$ cat src/hw/rtl/rhcts_pkg.sv
`default_nettype none

package rhcts_pkg;

   // channel limits of an RGB565 pixel
   localparam logic [4:0] RED_TOP   = 5'd31;
   localparam logic [5:0] GREEN_TOP = 6'd63;
   localparam logic [4:0] BLUE_TOP  = 5'd31;

   // divisor of the level scaling
   localparam logic [5:0] LEVEL_FULL = 6'd63;

   // configuration register indexes (byte address bit 2)
   localparam logic REG_FOREGROUND = 1'b0;
   localparam logic REG_BACKGROUND = 1'b1;

   // reset value of the shade level
   localparam logic [5:0] BACKGROUND_RESET = 6'd63;

   // operations that go through the shared scale unit, in issue order
   typedef enum logic [2:0] {
      OP_TINT_R  = 3'd0,
      OP_TINT_G  = 3'd1,
      OP_TINT_B  = 3'd2,
      OP_SHADE_R = 3'd3,
      OP_SHADE_G = 3'd4,
      OP_SHADE_B = 3'd5
   } op_tag_type;

   // one request to the scale unit: addend + floor(a * b / 63)
   typedef struct packed {
      logic       valid;
      op_tag_type tag;
      logic [5:0] a;
      logic [5:0] b;
      logic [5:0] addend;
   } op_type;

   // one answer from the scale unit
   typedef struct packed {
      logic       valid;
      op_tag_type tag;
      logic [5:0] value;
   } result_type;

endpackage

`default_nettype wire

$ cat src/hw/rtl/rgb565_hue_cycle_tint_shade.sv
`default_nettype none

// Channel   Ports                        Handshake
// request   req_reverse                  req_valid / req_ready
// response  rsp_hue_word, rsp_foreground_word, rsp_background_word
//                                        rsp_valid / rsp_ready
// config    paddr, pwdata, prdata        psel / penable / pwrite / pready
//
// The hue steps at the accepting edge; six scale operations (three tints,
// three shades) then issue one per cycle into the shared two-stage unit, and
// the result shows once the last shade has left the unit. It holds until
// rsp_ready; req_ready returns the cycle after it is taken, so a new item is
// accepted only after the last one has been taken. Synchronous active-high
// reset restores pure red, foreground level 0 and background level 63.

module rgb565_hue_cycle_tint_shade (
   input  wire logic        clock,
   input  wire logic        reset,

   input  wire logic        req_valid,
   output logic             req_ready,
   input  wire logic        req_reverse,

   output logic             rsp_valid,
   input  wire logic        rsp_ready,
   output logic      [15:0] rsp_hue_word,
   output logic      [15:0] rsp_foreground_word,
   output logic      [15:0] rsp_background_word,

   input  wire logic        psel,
   input  wire logic        penable,
   input  wire logic        pwrite,
   input  wire logic [2:0]  paddr,
   input  wire logic [31:0] pwdata,
   output logic      [31:0] prdata,
   output logic             pready
);

   typedef enum logic [3:0] {
      ST_IDLE  = 4'b0001,
      ST_ISSUE = 4'b0010,
      ST_WAIT  = 4'b0100,
      ST_OUT   = 4'b1000
   } state_type;

   state_type state_ff, state_in;
   logic [2:0] cnt_ff, cnt_in;

   logic [5:0] fg_level_ff, fg_level_in;
   logic [5:0] bg_level_ff, bg_level_in;

   logic [4:0] hue_r_ff, hue_r_in;
   logic [5:0] hue_g_ff, hue_g_in;
   logic [4:0] hue_b_ff, hue_b_in;
   logic [4:0] step_r;
   logic [5:0] step_g;
   logic [4:0] step_b;

   logic [5:0] fr_ff, fg_ff, fb_ff;
   logic [5:0] br_ff, bg_ff, bb_ff;

   logic req_fire, cfg_write;

   rhcts_pkg::op_type     op;
   rhcts_pkg::result_type res;

   // configuration port
   assign pready    = 1'b1;
   assign cfg_write = psel && penable && pwrite;

   always_comb begin
      fg_level_in = fg_level_ff;
      bg_level_in = bg_level_ff;
      if (cfg_write) begin
         case (paddr[2])
            rhcts_pkg::REG_FOREGROUND: fg_level_in = pwdata[5:0];
            rhcts_pkg::REG_BACKGROUND: bg_level_in = pwdata[5:0];
            default: ;
         endcase
      end
   end

   always_comb begin
      case (paddr[2])
         rhcts_pkg::REG_FOREGROUND: prdata = {26'd0, fg_level_ff};
         rhcts_pkg::REG_BACKGROUND: prdata = {26'd0, bg_level_ff};
         default:                   prdata = 32'd0;
      endcase
   end

   always_ff @(posedge clock) begin
      if (reset) begin
         fg_level_ff <= 6'd0;
         bg_level_ff <= rhcts_pkg::BACKGROUND_RESET;
      end else begin
         fg_level_ff <= fg_level_in;
         bg_level_ff <= bg_level_in;
      end
   end

   // hue step on the accepting edge
   rhcts_hue_step u_step (
      .reverse    (req_reverse),
      .red        (hue_r_ff),
      .green      (hue_g_ff),
      .blue       (hue_b_ff),
      .red_next   (step_r),
      .green_next (step_g),
      .blue_next  (step_b)
   );

   assign req_ready = (state_ff == ST_IDLE);
   assign req_fire  = req_valid && req_ready;

   assign hue_r_in = req_fire ? step_r : hue_r_ff;
   assign hue_g_in = req_fire ? step_g : hue_g_ff;
   assign hue_b_in = req_fire ? step_b : hue_b_ff;

   always_ff @(posedge clock) begin
      if (reset) begin
         hue_r_ff <= rhcts_pkg::RED_TOP;
         hue_g_ff <= 6'd0;
         hue_b_ff <= 5'd0;
      end else begin
         hue_r_ff <= hue_r_in;
         hue_g_ff <= hue_g_in;
         hue_b_ff <= hue_b_in;
      end
   end

   // pick the operands of the operation being issued
   always_comb begin
      op.valid  = (state_ff == ST_ISSUE);
      op.tag    = rhcts_pkg::op_tag_type'(cnt_ff);
      op.a      = 6'd0;
      op.b      = fg_level_ff;
      op.addend = 6'd0;
      case (rhcts_pkg::op_tag_type'(cnt_ff))
         rhcts_pkg::OP_TINT_R: begin
            op.a      = {1'b0, rhcts_pkg::RED_TOP - hue_r_ff};
            op.addend = {1'b0, hue_r_ff};
         end
         rhcts_pkg::OP_TINT_G: begin
            op.a      = rhcts_pkg::GREEN_TOP - hue_g_ff;
            op.addend = hue_g_ff;
         end
         rhcts_pkg::OP_TINT_B: begin
            op.a      = {1'b0, rhcts_pkg::BLUE_TOP - hue_b_ff};
            op.addend = {1'b0, hue_b_ff};
         end
         rhcts_pkg::OP_SHADE_R: begin
            op.a = fr_ff;
            op.b = bg_level_ff;
         end
         rhcts_pkg::OP_SHADE_G: begin
            op.a = fg_ff;
            op.b = bg_level_ff;
         end
         rhcts_pkg::OP_SHADE_B: begin
            op.a = fb_ff;
            op.b = bg_level_ff;
         end
         default: ;
      endcase
   end

   rhcts_scale_unit u_scale (
      .clock (clock),
      .reset (reset),
      .op    (op),
      .res   (res)
   );

   // collect results by tag
   always_ff @(posedge clock) begin
      if (res.valid) begin
         case (res.tag)
            rhcts_pkg::OP_TINT_R:  fr_ff <= res.value;
            rhcts_pkg::OP_TINT_G:  fg_ff <= res.value;
            rhcts_pkg::OP_TINT_B:  fb_ff <= res.value;
            rhcts_pkg::OP_SHADE_R: br_ff <= res.value;
            rhcts_pkg::OP_SHADE_G: bg_ff <= res.value;
            rhcts_pkg::OP_SHADE_B: bb_ff <= res.value;
            default: ;
         endcase
      end
   end

   // sequencer: issue six operations, wait for the last, present the item
   always_comb begin
      state_in = state_ff;
      cnt_in   = cnt_ff;
      case (state_ff)
         ST_IDLE: begin
            cnt_in = 3'd0;
            if (req_fire) begin
               state_in = ST_ISSUE;
            end
         end
         ST_ISSUE: begin
            cnt_in = cnt_ff + 3'd1;
            if (rhcts_pkg::op_tag_type'(cnt_ff) == rhcts_pkg::OP_SHADE_B) begin
               state_in = ST_WAIT;
            end
         end
         ST_WAIT: begin
            if (res.valid && (res.tag == rhcts_pkg::OP_SHADE_B)) begin
               state_in = ST_OUT;
            end
         end
         ST_OUT: begin
            if (rsp_ready) begin
               state_in = ST_IDLE;
            end
         end
         default: begin
            state_in = ST_IDLE;
         end
      endcase
   end

   always_ff @(posedge clock) begin
      if (reset) begin
         state_ff <= ST_IDLE;
         cnt_ff   <= 3'd0;
      end else begin
         state_ff <= state_in;
         cnt_ff   <= cnt_in;
      end
   end

   // pack the held colors
   assign rsp_valid           = (state_ff == ST_OUT);
   assign rsp_hue_word        = {hue_r_ff, hue_g_ff, hue_b_ff};
   assign rsp_foreground_word = {fr_ff[4:0], fg_ff, fb_ff[4:0]};
   assign rsp_background_word = {br_ff[4:0], bg_ff, bb_ff[4:0]};

`ifndef SYNTH
   // an accepted item blocks the request side on the next cycle
   a_busy_after_accept: assert property (@(posedge clock) disable iff (reset)
      req_valid && req_ready |=> !req_ready)
      else $error("request side still ready after an accepted item");

   // the shared unit answers only while an item is in work
   a_result_in_work: assert property (@(posedge clock) disable iff (reset)
      res.valid |-> !req_ready && !rsp_valid)
      else $error("scale result outside an item");

   // a result is never shown while a new item can enter
   a_out_excl_ready: assert property (@(posedge clock) disable iff (reset)
      !(rsp_valid && req_ready))
      else $error("response valid while request side ready");
`endif

endmodule

`default_nettype wire

$ cat src/hw/rtl/rhcts_hue_step.sv
`default_nettype none

module rhcts_hue_step (
   input  wire logic       reverse,
   input  wire logic [4:0] red,
   input  wire logic [5:0] green,
   input  wire logic [4:0] blue,
   output logic      [4:0] red_next,
   output logic      [5:0] green_next,
   output logic      [4:0] blue_next
);

   logic r_max, g_max, b_max, r_min, g_min, b_min;
   logic r_up, r_dn, g_up, g_dn, b_up, b_dn;

   // flags from the hue before the step
   assign r_max = (red == rhcts_pkg::RED_TOP);
   assign g_max = (green == rhcts_pkg::GREEN_TOP);
   assign b_max = (blue == rhcts_pkg::BLUE_TOP);
   assign r_min = (red == 5'd0);
   assign g_min = (green == 6'd0);
   assign b_min = (blue == 5'd0);

   // swap up and down conditions for the opposite order
   always_comb begin
      if (reverse) begin
         r_up = g_max && b_min;  r_dn = b_max && g_min;
         g_up = b_max && r_min;  g_dn = r_max && b_min;
         b_up = r_max && g_min;  b_dn = g_max && r_min;
      end else begin
         r_up = b_max && g_min;  r_dn = g_max && b_min;
         g_up = r_max && b_min;  g_dn = b_max && r_min;
         b_up = g_max && r_min;  b_dn = r_max && g_min;
      end
   end

   // move each channel one unit, never past its limits
   always_comb begin
      red_next = red;
      if (r_up && !r_max) begin
         red_next = red + 5'd1;
      end else if (r_dn && !r_min) begin
         red_next = red - 5'd1;
      end

      green_next = green;
      if (g_up && !g_max) begin
         green_next = green + 6'd1;
      end else if (g_dn && !g_min) begin
         green_next = green - 6'd1;
      end

      blue_next = blue;
      if (b_up && !b_max) begin
         blue_next = blue + 5'd1;
      end else if (b_dn && !b_min) begin
         blue_next = blue - 5'd1;
      end
   end

endmodule

`default_nettype wire

$ cat src/hw/rtl/rhcts_scale_unit.sv
`default_nettype none

module rhcts_scale_unit (
   input  wire logic                 clock,
   input  wire logic                 reset,
   input  wire rhcts_pkg::op_type    op,
   output rhcts_pkg::result_type     res
);

   logic                  valid_ff, valid_in;
   rhcts_pkg::op_tag_type tag_ff;
   logic [11:0]           prod_ff, prod_in;
   logic [5:0]            addend_ff;

   rhcts_pkg::result_type res_ff, res_in;

   logic [5:0] quot_low;
   logic [6:0] rem;
   logic [5:0] quot;

   // stage one: 6 x 6 product
   assign valid_in = op.valid;
   assign prod_in  = 12'({6'd0, op.a} * {6'd0, op.b});

   always_ff @(posedge clock) begin
      if (reset) begin
         valid_ff <= 1'b0;
      end else begin
         valid_ff <= valid_in;
      end
      tag_ff    <= op.tag;
      prod_ff   <= prod_in;
      addend_ff <= op.addend;
   end

   // stage two: divide by 63 as p/64 plus one correction
   // remainder of the estimate stays below 2 * 63, so one compare does
   assign quot_low = prod_ff[11:6];
   assign rem      = {1'b0, prod_ff[5:0]} + {1'b0, quot_low};
   assign quot     = quot_low + {5'd0, (rem >= {1'b0, rhcts_pkg::LEVEL_FULL})};

   always_comb begin
      res_in.valid = valid_ff;
      res_in.tag   = tag_ff;
      res_in.value = addend_ff + quot;
   end

   always_ff @(posedge clock) begin
      if (reset) begin
         res_ff.valid <= 1'b0;
      end else begin
         res_ff.valid <= res_in.valid;
      end
      res_ff.tag   <= res_in.tag;
      res_ff.value <= res_in.value;
   end

   assign res = res_ff;

endmodule

`default_nettype wire
$ cat config.mk
export PLATFORM = sky130hd
export DESIGN_NAME = rgb565_hue_cycle_tint_shade
export DESIGN_NICKNAME = d
export VERILOG_FILES = /design/src/hw/rtl/rhcts_pkg.sv /design/src/hw/rtl/rgb565_hue_cycle_tint_shade.sv /design/src/hw/rtl/rhcts_hue_step.sv /design/src/hw/rtl/rhcts_scale_unit.sv
export SDC_FILE = /design/constraint.sdc
export NUM_CORES = 1
export LEC_CHECK = 0
export BUFFER_PORTS_ARGS = -buffer_cell sky130_fd_sc_hd__buf_2
export CAP_MARGIN = 20
export CORE_AREA = 2 2 129 131
export DETAILED_ROUTE_END_ITERATION = 8
export DIE_AREA = 0 0 131 133
export HOLD_SLACK_MARGIN = 0.05
export PLACE_DENSITY = 0.57
export SKIP_CTS_REPAIR_TIMING = 1
export SLEW_MARGIN = 20
export SYNTH_ARGS = -nofsm -noshare
export SYNTH_HDL_FRONTEND = slang
export SYNTH_HIERARCHICAL = 1
export SYNTH_SLANG_ARGS = --single-unit
$ cat constraint.sdc
create_clock -name clock -period 14.9 [get_ports clock]
set_input_delay 2.98 -clock clock [delete_from_list [all_inputs] [get_ports clock]]
set_output_delay 2.98 -clock clock [all_outputs]
set_load 0.01 [all_outputs]
**After elaboration in Yosys (flattened, before gate mapping)**

Cells that the tools add are included.

- Logic and storage cells: 123
- Bits of input ports: 43
- ROM bits: 0
- Output and inout port bits: 83
- Bits in writable memories: 0
- Memories: 0
- Register bits: 101
- Bits in latches: 0

- Add/subtract/negate cells: 13
- Reduce and logical (&&, ||, !) cells: 44
- Order comparisons: 1
- Multiply operators: 1
- Div/mod/pow operators: 0
- Bitwise operators: 1
- Muxes and demuxes: 22
- Shifts and indexed selects: 0
- Equality and inequality tests: 21

Operators by type and width:

| operator | number |
|---|---|
| $pmux 32 s2 | 1 |
| $pmux 6 s6 | 1 |
| $reduce_and 2->1 | 11 |
| $mux 5 | 4 |
| $mux 6 | 3 |
| $pmux 6 s3 | 1 |
| $logic_and 1x1->1 | 16 |
| $mux 4 | 4 |
| $pmux 4 s4 | 1 |
| $eq 3x2->1 const B | 4 |
| $eq 3x3->1 const B | 4 |
| $mul 6x6->12 | 1 |
| $add 5x1->5 const B | 2 |
| $eq 5x5->1 const B | 2 |
| $logic_not 5->1 | 2 |
| $sub 5x1->5 const B | 2 |
| $sub 5x5->5 const A | 2 |
| $reduce_bool 2->1 | 4 |
| $add 6x6->7 | 1 |
| $ge 7x6->1 const B | 1 |
| $add 6x1->6 | 1 |
| $add 6x1->6 const B | 1 |
| $add 6x6->6 | 1 |
| $eq 3x1->1 const B | 2 |
| other kinds (18) | 31 |

**Longest topological paths before layout**

- Depth in word-level cells: 6
- Mapped depth: 19
- Mapped depth without buffers: 18

**Modules after synthesis**

Netlist, hierarchy kept.

By module, submodules not included:

| module | seq. area each (um2) | area each (um2) | cells an instance | instances |
|---|---|---|---|---|
| rgb565_hue_cycle_tint_shade | 1721.7 | 3319.4 | 336 | 1 |
| rhcts_scale_unit | 640.6 | 2134.5 | 208 | 1 |
| rhcts_hue_step | 0.0 | 818.3 | 118 | 1 |

**Worst setup path before layout**

No wires, ideal clock.

- Path kind: input to output
- Start point: input port paddr[2]
- End point: output port prdata[0]
- Buffers on the path: 1
- Path slack: 8305 ps
- Required time: 11920 ps
- Stages on the path: 2
- Data arrival time: 3615 ps
- Cells stage by stage: clkbuf_1 > mux2_2

- Word-level cells in the longest chain between the ends: 2

Ends and longest elaborated chain:

| what | RTL line | source |
|---|---|---|
| from (decl) | rgb565_hue_cycle_tint_shade.sv:33 | `input wire logic [2:0] paddr,` |
| $not 1->1 | -- |  |
| $pmux 32 s2 (*) | rgb565_hue_cycle_tint_shade.sv:84 | `case (paddr[2])` |
| to (decl) | rgb565_hue_cycle_tint_shade.sv:35 | `output logic [31:0] prdata,` |

Every way passes the cells marked *; elsewhere a longest branch is shown, timed or not. The select of a mux whose other input is x is not followed.

**Final worst setup path**

- Start point: input port paddr[2]
- End point: output port prdata[1]

The elaborated chain is that of the path after synthesis.

==> flow_summary_export.csv <==
group,metric,value,unit
sta,hold_viol_final,0,
sta,setup_violations,0,
detailed_routing,routed_wirelength,14000,um
cts,clock_latency,0.34,ns
sta,fin_ws,8.23,ns
place,postPlaceCellArea,6620,um2
run_status,status,"complete, no violations",
detailed_routing,vias,4844,
synthesis,synth_top_area_share,21.4,%
critical_path,path_class,"input port to primary output",
cells_and_area,synthToLayoutAreaGrowth,10.5,%
sta,slew_viol_final,0,
die,fp.dieW,131,um
detailed_routing,wl_per_cell,14.9,um
sta,worst_pin_slew,1.03,ns
cells_and_area,nFillCells,1591,
global_route,grt_use_total,16.4,%
synthesis,ys_warn_count,6,
global_route,grt_pass1_vias,4672,
cts,cts.sinks,101,
sta,fin_setup_tns,0,ns
power,power_density,119,nW/um2
synthesis,synthTopCellsByCount,"75 x nand2_1, 67 x dfxtp_1, 57 x inv_1",
sta,rsz0062_at_grt,"false",
cells_and_area,drive_gt1_share,15.5,%
die,core-area,16200,um2
synthesis,synthArstFlopShare,0,%
cts,clk_pin_slew,0.08,ns
synthesis,synth_edf_count,34,
cts,cts_tree,"built",
cells_and_area,n_antenna_cell,0,
sta,clock_skew,0.00826,ns
die,ios,126,
cells_and_area,fin_area,6930,um2
critical_path,start_kind,"input port",
detailed_routing,viasPerCell,5.16,
critical_path,cp_data_arrival_time,3.69,ns
synthesis,synth_flop_cell,"dfxtp_1",
global_route,grt_pass1_wl,22900,um
place,pre_cts_slack,8.24,ns
synthesis,synthMuxAreaShare,2.81,%
cts,htreeDepth,3,
global_route,grt-ovfl-total,0,
die,fp-row-count,47,
hold_path,min_path_type,"flop to flop",
power,leakage,2.95,nW
detailed_routing,first_iter_violations,363,
critical_path,cp.required,11.92,ns
die,initial_core_util,38.8,%
global_route,antenna_found_initial,0,
sta,max_freq,150,MHz
place,port_buffers,70,
critical_path,end_kind,"primary output",
synthesis,yosysUniqueCellTypes,69,
cts,numCtsBuffers,9,
detailed_routing,drc,0,
cells_and_area,nets,819,
synthesis,yosys.area_share.simple,18.0,%
synthesis,synthTopCellsByArea,"dfxtp_1 21%, edfxtp_1 16%, ha_1 8.6%",
synthesis,synth_most_common_cell,"nand2_1",
cts,clock-root-buffer,"clkbuf_16",
global_route,grt_max_degree,39,
sta,post-route-min-period,6.67,ns
place,gp_congestion,0.886,
cts,ctsLongestPathBuffers,2,
critical_path,crit_fanout,8,
synthesis,avgSynthCellArea,9.47,um2
detailed_routing,ant_nets,0,
synthesis,synth_compound_area_share,14.7,%
die,die_y,133,um
synthesis,synthCells,662,
sta,min_period_over_period,44.8,%
power,peakVddDrop,0.0000561,V
synthesis,yosysSeqAreaShare,37.7,%
place,dp.final_hpwl,10600,um
synthesis,synthXorXnorAreaFrac,2.51,%
synthesis,synth_area,6270,um2
synthesis,synthAdderAreaFrac,15.0,%
synthesis,synth_top_cell_by_area,"dfxtp_1",
job,max_cap_violations,0,
sta,slew_headroom,30.7,%
synthesis,synth_top_family_by_area,"simple AND/OR/NAND/NOR gates",
die,die_area,17400,um2
synthesis,synth-seq-cells,101,
detailed_routing,first_pass_iters,5,
==> flip-flops by register name, summed over array words and instances, names as in the netlist, 6 cells and up <==
signal	count
fg_level_ff	6
u_scale/res	10
fr_ff	6
u_scale/addend_ff	6
fg_ff	6
hue_g_ff	6
fb_ff	6
u_scale/prod_ff	12
bg_ff	6
bg_level_ff	6
==> metrics by stage <==
step	total power, mW	hold WS, ns	utilization, %	std cells
floorplan	0.536	0.310	-	687
global placement	0.588	0.311	41.0	922
detailed placement	0.594	0.313	41.0	922
CTS	0.827	0.320	42.8	938
global route	0.872	0.331	42.8	938
finish	0.823	0.323	42.8	938
==> worst max-delay path, stage by stage <==
cell and delay [ns]:
buf_2 0.20, mux2_2 0.37, buf_2 0.14
==> worst paths after layout <==
path | startpoint | end | slack (ns) | depth (start not counted)
max | paddr[2] | prdata[1] | 8.23 | 3
min | u_scale/tag_ff[0] | u_scale/res[6] | 0.32 | 0
max reg2reg | cnt_ff[2] | u_scale/prod_ff[11] | 9.70 | 15
min reg2reg | u_scale/tag_ff[0] | u_scale/res[6] | 0.32 | 0
==> layout make-up <==
cell class	count	area (um2)	share of cell area (%)
multi-input combinational	474	3420	49.4
clock buffer	9	225	3.25
clock inverter	7	78.8	1.14
sequential	101	2360	34.1
inverter	57	214	3.09
tap	220	275	3.97
timing repair buffer	70	350	5.06
==> layout by cell type (no fill, tap or decap), drive strengths merged, types with 9 or more instances in the layout <==
cell type,Yosys,routed
edfxtp,34,34
buf,43,70
nor2b,10,10
o21ai,34,34
fa,20,20
nand2b,9,9
mux2,13,13
xor2,9,9
inv,57,62
nand2,75,75
nor2,43,43
a21oi,28,28
clkbuf,12,9
xnor2,9,9
ha,43,43
dfxtp,67,67
and2,28,28
nand3,9,9
nor3,17,17
conb,2,27
==> per-layer routing <==
layer,up-vias,routed length [um],GRT usage [%]
met5,-,0,0
met1,2340,6180,22.0
met4,0,139,3.49
li1,2349,-,-
met2,145,6750,27.4
met3,10,892,3.40
==> power breakdown <==
part / total (mW) / internal (mW) / leakage (nW) / switching (mW)
sequential: 0.360 / 0.320 / 0.847 / 0.0408
clock: 0.233 / 0.120 / 0.151 / 0.113
combinational: 0.230 / 0.0937 / 1.95 / 0.136
==> cell families after synthesis <==
kind of cell	count (synthesis)
xor gates and xnor gates	18
AOI/OAI and AO/OA	132
and+or+nand+nor	218
DFF	101
adders and majority gates	63
buffers and inverters	112
other	2
muxes	16
No activity file was read; power rests on OpenSTA's default activity.
